--- src/rtl/cfc_pkg.sv ---
// ----------------------------------------------------------------------------
// cfc_pkg
// Shared types and constants of the command frame checker.
// ----------------------------------------------------------------------------
`default_nettype none

package cfc_pkg;

   localparam int unsigned FRAME_BYTES = 10;
   localparam int unsigned POS_W       = 4;

   localparam logic [POS_W-1:0] POS_LAST = POS_W'(FRAME_BYTES - 1);

   localparam logic [1:0] STATUS_OK        = 2'd0;
   localparam logic [1:0] STATUS_BAD_HDR   = 2'd1;
   localparam logic [1:0] STATUS_BAD_CHECK = 2'd2;

   localparam logic [7:0] GEAR_ONE   = 8'd1;
   localparam logic [7:0] GEAR_TWO   = 8'd2;
   localparam logic [7:0] GEAR_THREE = 8'd3;

   localparam logic [2:0] REG_SYNC_WORD     = 3'd0;
   localparam logic [2:0] REG_COMMAND_LIMIT = 3'd1;
   localparam logic [2:0] REG_GEAR_ONE      = 3'd2;
   localparam logic [2:0] REG_GEAR_TWO      = 3'd3;
   localparam logic [2:0] REG_GEAR_THREE    = 3'd4;

   localparam logic [15:0] SYNC_WORD_RST     = 16'hABCD;
   localparam logic [14:0] COMMAND_LIMIT_RST = 15'd1000;
   localparam logic [7:0]  GEAR_ONE_RST      = 8'd60;
   localparam logic [7:0]  GEAR_TWO_RST      = 8'd90;
   localparam logic [7:0]  GEAR_THREE_RST    = 8'd120;

   typedef struct packed {
      logic [15:0] header_word;
      logic [15:0] steer_word;
      logic [15:0] speed_word;
      logic [7:0]  gear_byte;
      logic [7:0]  spare_byte;
      logic [15:0] check_word;
   } frame_type;

   typedef struct packed {
      logic [15:0] sync_word;
      logic [14:0] command_limit;
      logic [7:0]  gear_one_angle;
      logic [7:0]  gear_two_angle;
      logic [7:0]  gear_three_angle;
   } config_type;

   typedef struct packed {
      logic [7:0]         servo_angle;
      logic               angle_valid;
      logic [7:0]         gear_code;
      logic signed [15:0] speed_value;
      logic signed [15:0] steer_value;
      logic [1:0]         frame_status;
   } result_type;

endpackage

`default_nettype wire

--- src/rtl/cfc_check.sv ---
// ----------------------------------------------------------------------------
// cfc_check
// Checks header and checksum of a frame, clamps the commands, maps the gear
// and holds the result in the output register.
// ----------------------------------------------------------------------------
`default_nettype none

module cfc_check (
   input  wire                  clock,
   input  wire                  reset,
   input  cfc_pkg::config_type  cfg,
   input  wire                  frame_valid,
   output logic                 frame_ready,
   input  cfc_pkg::frame_type   frame,
   output logic                 result_valid,
   input  wire                  result_ready,
   output cfc_pkg::result_type  result
);

   logic                 result_valid_ff, result_valid_in;
   cfc_pkg::result_type  result_ff, result_in;
   logic [15:0]          expect_word;
   logic signed [16:0]   lim_pos;
   logic signed [16:0]   lim_neg;

   function automatic logic signed [15:0] clamp_cmd(input logic [15:0] w,
                                                    input logic signed [16:0] hi,
                                                    input logic signed [16:0] lo);
      logic signed [16:0] v;
      logic signed [16:0] r;
      begin
         v = {w[15], w};
         r = v;
         if (v > hi) r = hi;
         if (v < lo) r = lo;
         clamp_cmd = r[15:0];
      end
   endfunction

   assign frame_ready = !result_valid_ff || result_ready;
   assign lim_pos     = {2'b00, cfg.command_limit};
   assign lim_neg     = -lim_pos;
   assign expect_word = frame.header_word ^ frame.steer_word ^ frame.speed_word ^
                        {frame.spare_byte, frame.gear_byte};

   always_comb begin
      result_valid_in = result_valid_ff && !result_ready;
      result_in       = result_ff;
      if (frame_valid && frame_ready) begin
         result_valid_in = 1'b1;
         result_in       = '0;
         result_in.gear_code = frame.gear_byte;
         if (frame.header_word != cfg.sync_word) begin
            result_in.frame_status = cfc_pkg::STATUS_BAD_HDR;
         end else if (frame.check_word != expect_word) begin
            result_in.frame_status = cfc_pkg::STATUS_BAD_CHECK;
         end else begin
            result_in.frame_status = cfc_pkg::STATUS_OK;
            result_in.steer_value  = clamp_cmd(frame.steer_word, lim_pos, lim_neg);
            result_in.speed_value  = clamp_cmd(frame.speed_word, lim_pos, lim_neg);
            case (frame.gear_byte)
               cfc_pkg::GEAR_ONE: begin
                  result_in.angle_valid = 1'b1;
                  result_in.servo_angle = cfg.gear_one_angle;
               end
               cfc_pkg::GEAR_TWO: begin
                  result_in.angle_valid = 1'b1;
                  result_in.servo_angle = cfg.gear_two_angle;
               end
               cfc_pkg::GEAR_THREE: begin
                  result_in.angle_valid = 1'b1;
                  result_in.servo_angle = cfg.gear_three_angle;
               end
               default: ;
            endcase
         end
      end
   end

   always_ff @(posedge clock) begin
      if (reset) begin
         result_valid_ff <= 1'b0;
      end else begin
         result_valid_ff <= result_valid_in;
      end
      result_ff <= result_in;
   end

   assign result_valid = result_valid_ff;
   assign result       = result_ff;

endmodule

`default_nettype wire

--- config.mk ---
export PLATFORM = sky130hd
export DESIGN_NAME = cfc_check
export DESIGN_NICKNAME = d
export VERILOG_FILES = /design/src/rtl/cfc_pkg.sv /design/src/rtl/cfc_check.sv
export SDC_FILE = /design/constraint.sdc
export NUM_CORES = 1
export LEC_CHECK = 0
export ABC_AREA = 1
export BUFFER_PORTS_ARGS = -buffer_cell sky130_fd_sc_hd__buf_2
export CAP_MARGIN = 25
export CORE_ASPECT_RATIO = 1.1
export CORE_MARGIN = 2
export CORE_UTILIZATION = 40
export CTS_CLUSTER_SIZE = 20
export DETAILED_ROUTE_END_ITERATION = 10
export PLACE_DENSITY = 0.8
export SKIP_LAST_GASP = 1
export SLEW_MARGIN = 10
export SYNTH_ARGS = -nofsm -noshare
export SYNTH_HDL_FRONTEND = slang
export SYNTH_SLANG_ARGS = --single-unit
--- constraint.sdc ---
create_clock -name clock -period 3.7 [get_ports clock]
set_clock_uncertainty 0.2 [all_clocks]
set_input_delay 0.185 -clock clock [delete_from_list [all_inputs] [get_ports clock]]
set_output_delay 0.185 -clock clock [all_outputs]
set_load 0.05 [all_outputs]
**Word level (Yosys, flattened, before mapping)**

Cells that the tools add are included.

- Register bits after elaboration: 52
- Output and inout port bits: 53
- Bits in read-only memories: 0
- Memory bits (writable): 0
- Logic and storage cells: 33
- Memories: 0
- Bits in latches: 0

- Equal/unequal tests: 5
- Multipliers: 0
- Reductions and logical operators: 6
- Shifts and indexed selects: 0
- Bitwise gates (word level): 3
- $lt $le $gt $ge: 4
- Mux-type cells: 7
- Add/sub/neg operators: 1
- Div/mod/pow operators: 0

Operators with widths:

| kind | number |
|---|---|
| two-way mux 16 bit | 4 |
| XOR 16 bit | 3 |
| less-than comparator 16 x 17 -> 1 bit | 2 |
| greater-than comparator 16 bit | 2 |
| != test 16 bit | 2 |
| case mux 9 bit (3 select lines) | 1 |
| negation 15 -> 17 bit | 1 |
| == test 8 x 2 -> 1 bit (second input constant) | 2 |
| == test 8 x 1 -> 1 bit (second input constant) | 1 |
| logical AND 1 bit | 2 |
| zero test 1 bit | 2 |
| two-way mux 2 bit | 1 |
| OR reduction 2 bit | 1 |
| logical OR 1 bit | 1 |
| two-way mux 1 bit | 1 |

**Longest topological paths before layout**

Gate-level depths: netlist of run 1.

- Depth after elaboration: 5
- Mapped depth: 23
- Depth with buffers taken out: 22

**Worst setup path after synthesis of run 1**

OpenSTA, ideal clock, no wires.

- Path type: register -> register
- From: register result_valid_ff, in the netlist result_valid
- To: register result_ff (netlist bit result[0]) (enable)
- Buffers on the path: 0
- Arrival time: 3.069 ns
- Library setup time: 0.476 ns
- Data required time: 3.024 ns
- Path slack: -0.045 ns
- Clock period less this slack: 3.745 ns
- Cell stages (with the launch flop): 2
- Path through: dfxtp_1 -> a21oi_1

- Longest elaborated chain between the ends: 3

Ends and longest elaborated chain:

| item | RTL line | source |
|---|---|---|
| start, declared | cfc_check.sv:20 | `logic result_valid_ff, result_valid_in;` |
| start signal, assigned | cfc_check.sv:84 | `result_valid_ff <= result_valid_in;` |
| zero test 1 bit | cfc_check.sv:40 | `assign frame_ready = !result_valid_ff \|\| result_ready;` |
| logical OR 1 bit | cfc_check.sv:40 |  |
| logical AND 1 bit | cfc_check.sv:49 | `if (frame_valid && frame_ready) begin` |
| end signal, assigned | cfc_check.sv:86 | `result_ff <= result_in;` |
| end, declared | cfc_check.sv:21 | `cfc_pkg::result_type result_ff, result_in;` |

Every way passes these cells.
A chain may end at the register's enable or synchronous reset.

**Worst setup path after layout of run 1**

- From: input cfg[24] (netlist name)
- To: register result_ff (netlist bit result[20]) (data pin)

- Longest elaborated chain between the ends: 3
- Elaborated cells on any way between the ends: 5

Ends and longest elaborated chain:

| item | RTL line | source |
|---|---|---|
| start, declared | cfc_check.sv:11 | `input cfc_pkg::config_type cfg,` |
| negation 15 -> 17 bit / greater-than comparator 16 bit (equally long branches) | cfc_check.sv:42, cfc_check.sv:34 |  |
| less-than comparator 16 x 17 -> 1 bit / two-way mux 16 bit (equally long branches) | cfc_check.sv:35, cfc_check.sv:34 |  |
| two-way mux 16 bit * | cfc_check.sv:35 | `if (v < lo) r = lo;` |

Every way passes the cells marked *; elsewhere a longest branch is shown, timed or not.

==> impl_metrics.yaml, run 1 <==
die:
  ioPinCount: 192
  num_rows: 44
  start_util_pct: 40.9
  dieArea_mm2: 0.0144
  die_h_um: 126
  coreArea_mm2: 0.0132
  die_x_um: 115
placement:
  place_area_mm2: 0.00652
  routabilityCongestion: 0.976
  hpwlAfterDp_um: 13300
  port_buffers: 191
critical_path:
  endpoint_kind: "flop"
  cp_cell_sequence: "buf_2 -> inv_1 -> ha_1 -> nand2_1 -> nor2_1 -> nand3_1 -> nor2_1 -> nand2_1 -> xor2_1 -> ha_1 -> a21oi_1 -> nor2_1 -> a211oi_1 -> nand2_1 -> inv_2 -> nand2_1 -> nand2_2 -> nand2_8 -> nor2_1 -> nor2_1"
  startpoint_type: "primary input"
  worstPathArrival_ns: 3.13
  slowest_stage: "xor2_1"
  crit_path_frequent_cell: "nor2_1"
  path_class: "primary input to flop"
  cp.required_ns: 3.55
  max_stage_delay_ns: 0.31
  r2r_setup_slack_ns: 2.09
  crit_fanout: 30
yosys:
  netlist_area_mm2: 0.00538
  synth_cell_types: 38
  synth_ff_type: "edfxtp_1"
  yosysWarnings: 0
  ys_seq_area_share_pct: 28.9
  synthArstFlopShare_pct: 0
  synth_seq_cells: 52
  synth_edf_count: 51
  synth_nets: 909
  synth_cells: 711
  syn_avg_cell_area_um2: 7.56
timing:
  worst_slew_pin_slew_ns: 0.729
  hold_viol_final: 0
  period_share_pct: 88.7
  rsz0062_at_grt: "no"
  drv_slew: 0
  clock.fmax_mhz: 305
  fin_tns_setup_ns: 0
  relSlewSlack_pct: 50.9
  finalSetupViolations: 0
  hold_ws_ns: 0.0237
  timing.final.crit_period_ns: 3.28
clocking:
  clockRootBuffer: "clkbuf_16"
  cts_tree: "built"
  clockBufferDepth: 2
  numClockSinks: 52
  clk_pin_slew_ns: 0.07
  cts_setup_buffers: 0
  cts_htree_levels: 2
  cts_buffers: 5
  clock_latency_ns: 0.29
finish:
  final_net_count: 1113
  n_antenna_cell: 0
  fin_util_pct: 51.7
  n_fill_cell: 1239
  fin_area_mm2: 0.00680
  area_delta_synth_final_pct: 26.4
  drive_above_1_share_pct: 25.7
route:
  viasPerCell: 5.14
  drc_errors: 0
  wl_per_cell_um: 14.8
  ant_nets: 0
  dr.pass1.iters: 5
  vias: 5532
  totalWireLength_um: 16000
  drt-initial-drc-count: 474
global_routing:
  first_global_vias: 5255
  grt_max_degree: 52
  grt_pass1_wl_um: 25600
  grt_usage_pct: 22.3
  overflow: 0
  antenna_found_initial: 0
power_and_ir_drop:
  leakagePower_nw: 3.32
  finalPower_w: 0.00191
  power_density_mw_per_mm2: 281
  vdd_drop_max_mv: 0.169
job:
  drv_cap: 0
min_path:
  hold_path_class: "primary input to flop"
outcome:
  run_status: "finished clean"
==> where the power goes <==
part | internal (W) | switching, W | total [W]
Clock | 0.000318 | 0.000199 | 0.000517
Sequential | 0.000676 | 0.00000745 | 0.000683
Combinational | 0.000259 | 0.000451 | 0.000710
Total | 0.00125 | 0.000657 | 0.00191
==> sequential cells by signal, summed over array words and instances (netlist names) <==
name          flops
result_valid      1
result           51
==> cell usage in the layout, fill, tap and decap left out, types with 3 or more instances in the layout <==
cell type,instances
xor2_1,35
inv_1,64
o21ai_0,40
o21a_1,3
a221oi_1,7
xnor2_1,50
nand2_2,8
buf_4,9
nand3_1,28
edfxtp_1,51
buf_2,191
o21bai_1,3
nor3_1,10
nor4_1,3
nand4_1,7
a21oi_1,27
clkbuf_16,5
ha_1,59
nand2_1,163
inv_2,4
nor2_1,110
dlygate4sd3_1,10
==> synth_stat cells (4+ instances only) <==
cell type | n | area, um2
nand2_1 | 163 | 612
nor2_1 | 110 | 413
inv_1 | 64 | 240
ha_1 | 59 | 738
edfxtp_1 | 51 | 1530
xnor2_1 | 50 | 438
o21ai_0 | 40 | 200
xor2_1 | 35 | 307
a21oi_1 | 28 | 140
nand3_1 | 28 | 140
nor3_1 | 10 | 50.1
nand2_2 | 9 | 56.3
buf_6 | 8 | 90.1
a221oi_1 | 7 | 61.3
nand4_1 | 7 | 43.8
clkbuf_1 | 6 | 22.5
inv_2 | 4 | 15.0
==> critical path: cells and delay by family <==
family / cells / cell delay, ns
simple gates: 12 / 1.44
fa+ha+maj: 2 / 0.52
compound gates: 2 / 0.33
buf+inv: 3 / 0.32
xor+xnor: 1 / 0.31
==> final timing paths <==
check,cells after the start,start,end
setup / recovery,20,cfg[24],result[20]
hold / removal,3,cfg[1],result[44]
setup reg to reg,2,result_valid,result[28]
hold reg to reg,2,result_valid,result[43]
==> metrics by stage <==
| step | cells | worst slack (ns) |
|---|---|---|
| 5_1_grt | 1077 | 0.0197 |
| 4_1_cts | 1077 | 0.253 |
| 3_5_place_dp | 1059 | -0.0352 |
| 6_report | 1077 | 0.420 |
| 3_3_place_gp | 1058 | 0.127 |
| 2_1_floorplan | 711 | 0.759 |
==> layer usage <==
| layer | GRT usage (%) | vias to the layer above | share of wire, % |
|---|---|---|---|
| li1 | - | 2771 | - |
| met1 | 28.3 | 2477 | 41 |
| met2 | 37.9 | 234 | 49 |
| met3 | 3.15 | 50 | 6.8 |
| met4 | 9.33 | 0 | 3.8 |
| met5 | 0 | - | 0 |
==> logic make-up (layout without fill, tap and decap cells) <==
kind of cell / after synthesis / after routing / share of synthesized area, %
AND/OR/NAND/NOR: 341 / 341 / 26.7
AO/OA/AOI/OAI: 91 / 91 / 9.92
buffers and inverters: 83 / 288 / 6.98
flip-flops: 52 / 52 / 28.9
XOR/XNOR: 85 / 85 / 13.9
adder cells (fa/ha/maj): 59 / 59 / 13.7
==> area by class of cell <==
type | instances | area, um2 | area share [%]
tap | 161 | 201 | 2.96
multi-input combinational | 576 | 3470 | 51.1
sequential | 52 | 1550 | 22.8
clock buffer | 5 | 125 | 1.84
clock inverter | 3 | 42.5 | 0.626
timing repair buffer | 212 | 1150 | 16.9
inverter | 68 | 255 | 3.76
==> what timing repair did <==
action / in CTS / in global routing
hold buffers: 10 / 0
endpoints found under the hold margin: 9 / 0
resized for setup: 0 / 2
setup endpoints to repair: 0 / 15
Power figures use the tool's default switching activity.
==> run 2: changes to the inputs <==
--- a/config.mk
+++ b/config.mk
@@ -11,9 +11,11 @@
 export CORE_ASPECT_RATIO = 1.1
 export CORE_MARGIN = 2
 export CORE_UTILIZATION = 40
-export CTS_CLUSTER_SIZE = 20
+export CTS_BUF_LIST = sky130_fd_sc_hd__clkbuf_4 sky130_fd_sc_hd__clkbuf_8
+export CTS_CLUSTER_SIZE = 10
 export DETAILED_ROUTE_END_ITERATION = 10
 export PLACE_DENSITY = 0.8
+export SETUP_SLACK_MARGIN = 0.5
 export SKIP_LAST_GASP = 1
 export SLEW_MARGIN = 10
 export SYNTH_ARGS = -nofsm -noshare
==> run 2 against run 1 <==
Compared with the run above:
- worst hold slack worse by 0.0065 ns
- maximum frequency rose by 7.6%
- global-route usage is 0.071 points higher
- count of clock-buffer cells in the layout is the same
- total power decreased by 5.6%
- combinational power increased by 3.0%
- cell area up 1.4%
- cell count grew 0.65%
- worst setup slack improved by 0.23 ns
- routed wire length up 3.1%
- non-clock buffer count rose by 5
- first-iteration DRC count rose by 7.4%
- largest cell class unchanged
==> impl_metrics.yaml, run 2 (synthesis gave the netlist of run 1 again) <==
route:
  viasPerCell: 5.16
  wl_per_cell_um: 15.2
  drc_errors: 0
  dr.pass1.iters: 6
  ant_nets: 0
  drt-initial-drc-count: 509
  vias: 5593
  totalWireLength_um: 16400
power_and_ir_drop:
  p_sw_share_pct: 36.6
  finalPower_w: 0.00180
  power_density_mw_per_mm2: 262
  p_seq_share_pct: 37.9
  p_comb_share_pct: 40.5
  vdd_drop_max_mv: 0.162
  intPower_w: 0.00114
  power_frac_clock_pct: 21.6
  switchingPower_w: 0.000659
  leakagePower_nw: 3.35
die:
  dieArea_mm2: 0.0144
  num_rows: 44
  die_x_um: 115
  ioPinCount: 192
  coreArea_mm2: 0.0132
  die_h_um: 126
  start_util_pct: 40.9
global_routing:
  antenna_found_initial: 0
  grt_pass1_wl_um: 25700
  grt_max_degree: 52
  overflow: 0
  first_global_vias: 5268
  grt_usage_pct: 22.4
placement:
  place_ws_ns: -0.0352
  port_buffers: 191
  place_area_mm2: 0.00652
  routabilityCongestion: 0.976
  hpwlAfterDp_um: 13300
  place_inst: 1059
timing:
  rsz0062_at_grt: "no"
  finalSetupViolations: 0
  hold_viol_final: 0
  timing.final.crit_period_ns: 3.05
  hold_ws_ns: 0.0172
  relSlewSlack_pct: 50.4
  period_share_pct: 82.4
  worst_slew_pin_slew_ns: 0.737
  worst_slack_ns: 0.652
  clock.fmax_mhz: 328
  drv_slew: 0
finish:
  area_delta_synth_final_pct: 28.3
  drive_above_1_share_pct: 27.5
  final_net_count: 1120
  fin_cells: 1084
  n_antenna_cell: 0
  final_cell_mix: "191 x buf_2, 161 x nand2_1, 106 x nor2_1"
  layout_commonest_cell: "buf_2"
  n_fill_cell: 1226
  fin_area_mm2: 0.00689
  largest_reg_flops: 51
critical_path:
  max_stage_delay_ns: 0.32
  path_class: "primary input to flop"
  endpoint_kind: "flop"
  cp_cell_sequence: "buf_2 -> inv_2 -> ha_2 -> nand2_2 -> nor2_2 -> nand3_2 -> nor2_4 -> nand2_2 -> xor2_2 -> ha_1 -> nand3_1 -> nor2_1 -> nand3_1 -> nor2_2 -> a21oi_2 -> nand2_1 -> nand2_2 -> nand2_4 -> buf_12 -> nand2_1 -> nand2_1 -> nor2_1"
  r2r_setup_slack_ns: 2.08
  slowest_stage: "ha_1"
  worstPathArrival_ns: 2.91
  cp.required_ns: 3.56
  startpoint_type: "primary input"
  crit_fanout: 15
clocking:
  numClockSinks: 52
  clock_latency_ns: 0.30
  clockBufferDepth: 2
  cts_tree: "built"
  clk_pin_slew_ns: 0.10
  cts_buffers: 5
  cts_htree_levels: 2
  clockRootBuffer: "clkbuf_8"
outcome:
  run_status: "finished clean"
min_path:
  hold_path_class: "primary input to flop"
job:
  drv_cap: 0
[run 2: power groups by stage]
stage	Clock (W)	Combinational [W]	Sequential (W)
after floorplan	0	0.000359	0.000801
after global placement	0	0.000681	0.000696
after detailed placement	0	0.000692	0.000697
after CTS	0.000394	0.000707	0.000683
after global routing	0.000414	0.000805	0.000686
final	0.000390	0.000731	0.000683
[run 2: worst max-delay path, delay by kind of cell]
family / cells / cell delay [ns]
AOI/OAI and AO/OA: 1 / 0.08
xor gates and xnor gates: 1 / 0.18
adders and majority gates: 2 / 0.53
buffers and inverters: 3 / 0.36
and+or+nand+nor: 15 / 1.56
[run 2: area by class of cell]
| cell class | instances | area [um2] | share of cell area (%) |
|---|---|---|---|
| sequential | 52 | 1550 | 22.5 |
| clock buffer | 5 | 68.8 | 0.998 |
| clock inverter | 3 | 42.5 | 0.617 |
| inverter | 68 | 255 | 3.70 |
| timing repair buffer | 217 | 1200 | 17.5 |
| multi-input combinational | 578 | 3570 | 51.8 |
| tap | 161 | 201 | 2.92 |
[run 2: path summary, 6_finish.rpt]
path                     end  cells after the start         start
setup reg to reg  result[28]                      2  result_valid
setup / recovery  result[11]                     22       cfg[24]
hold / removal    result[47]                      3        cfg[4]
hold reg to reg   result[43]                      2  result_valid
[run 2: layer usage]
| layer | track usage (%) | wire length (um) | part of all wire [%] |
|---|---|---|---|
| met1 | 28.4 | 6630 | 40 |
| met2 | 38.0 | 8030 | 49 |
| met3 | 3.01 | 1080 | 6.6 |
| met4 | 9.40 | 705 | 4.3 |
| met5 | 0 | 0 | 0 |
[run 2: through the flow]
step	util (%)	setup TNS (ns)
6_report	52.4	0
5_1_grt	52.4	0
4_1_cts	51.4	0
3_5_place_dp	49.5	-0.190
3_3_place_gp	49.5	0
2_1_floorplan	-	0
[run 2: what timing repair did]
action / in CTS / in global routing
resized for setup: 3 / 18
pin swaps: 1 / 5
setup endpoints to repair: 17 / 32
hold buffers: 11 / 0
hold endpoints to repair: 10 / 0
gates cloned: 0 / 3
setup buffers: 1 / 2
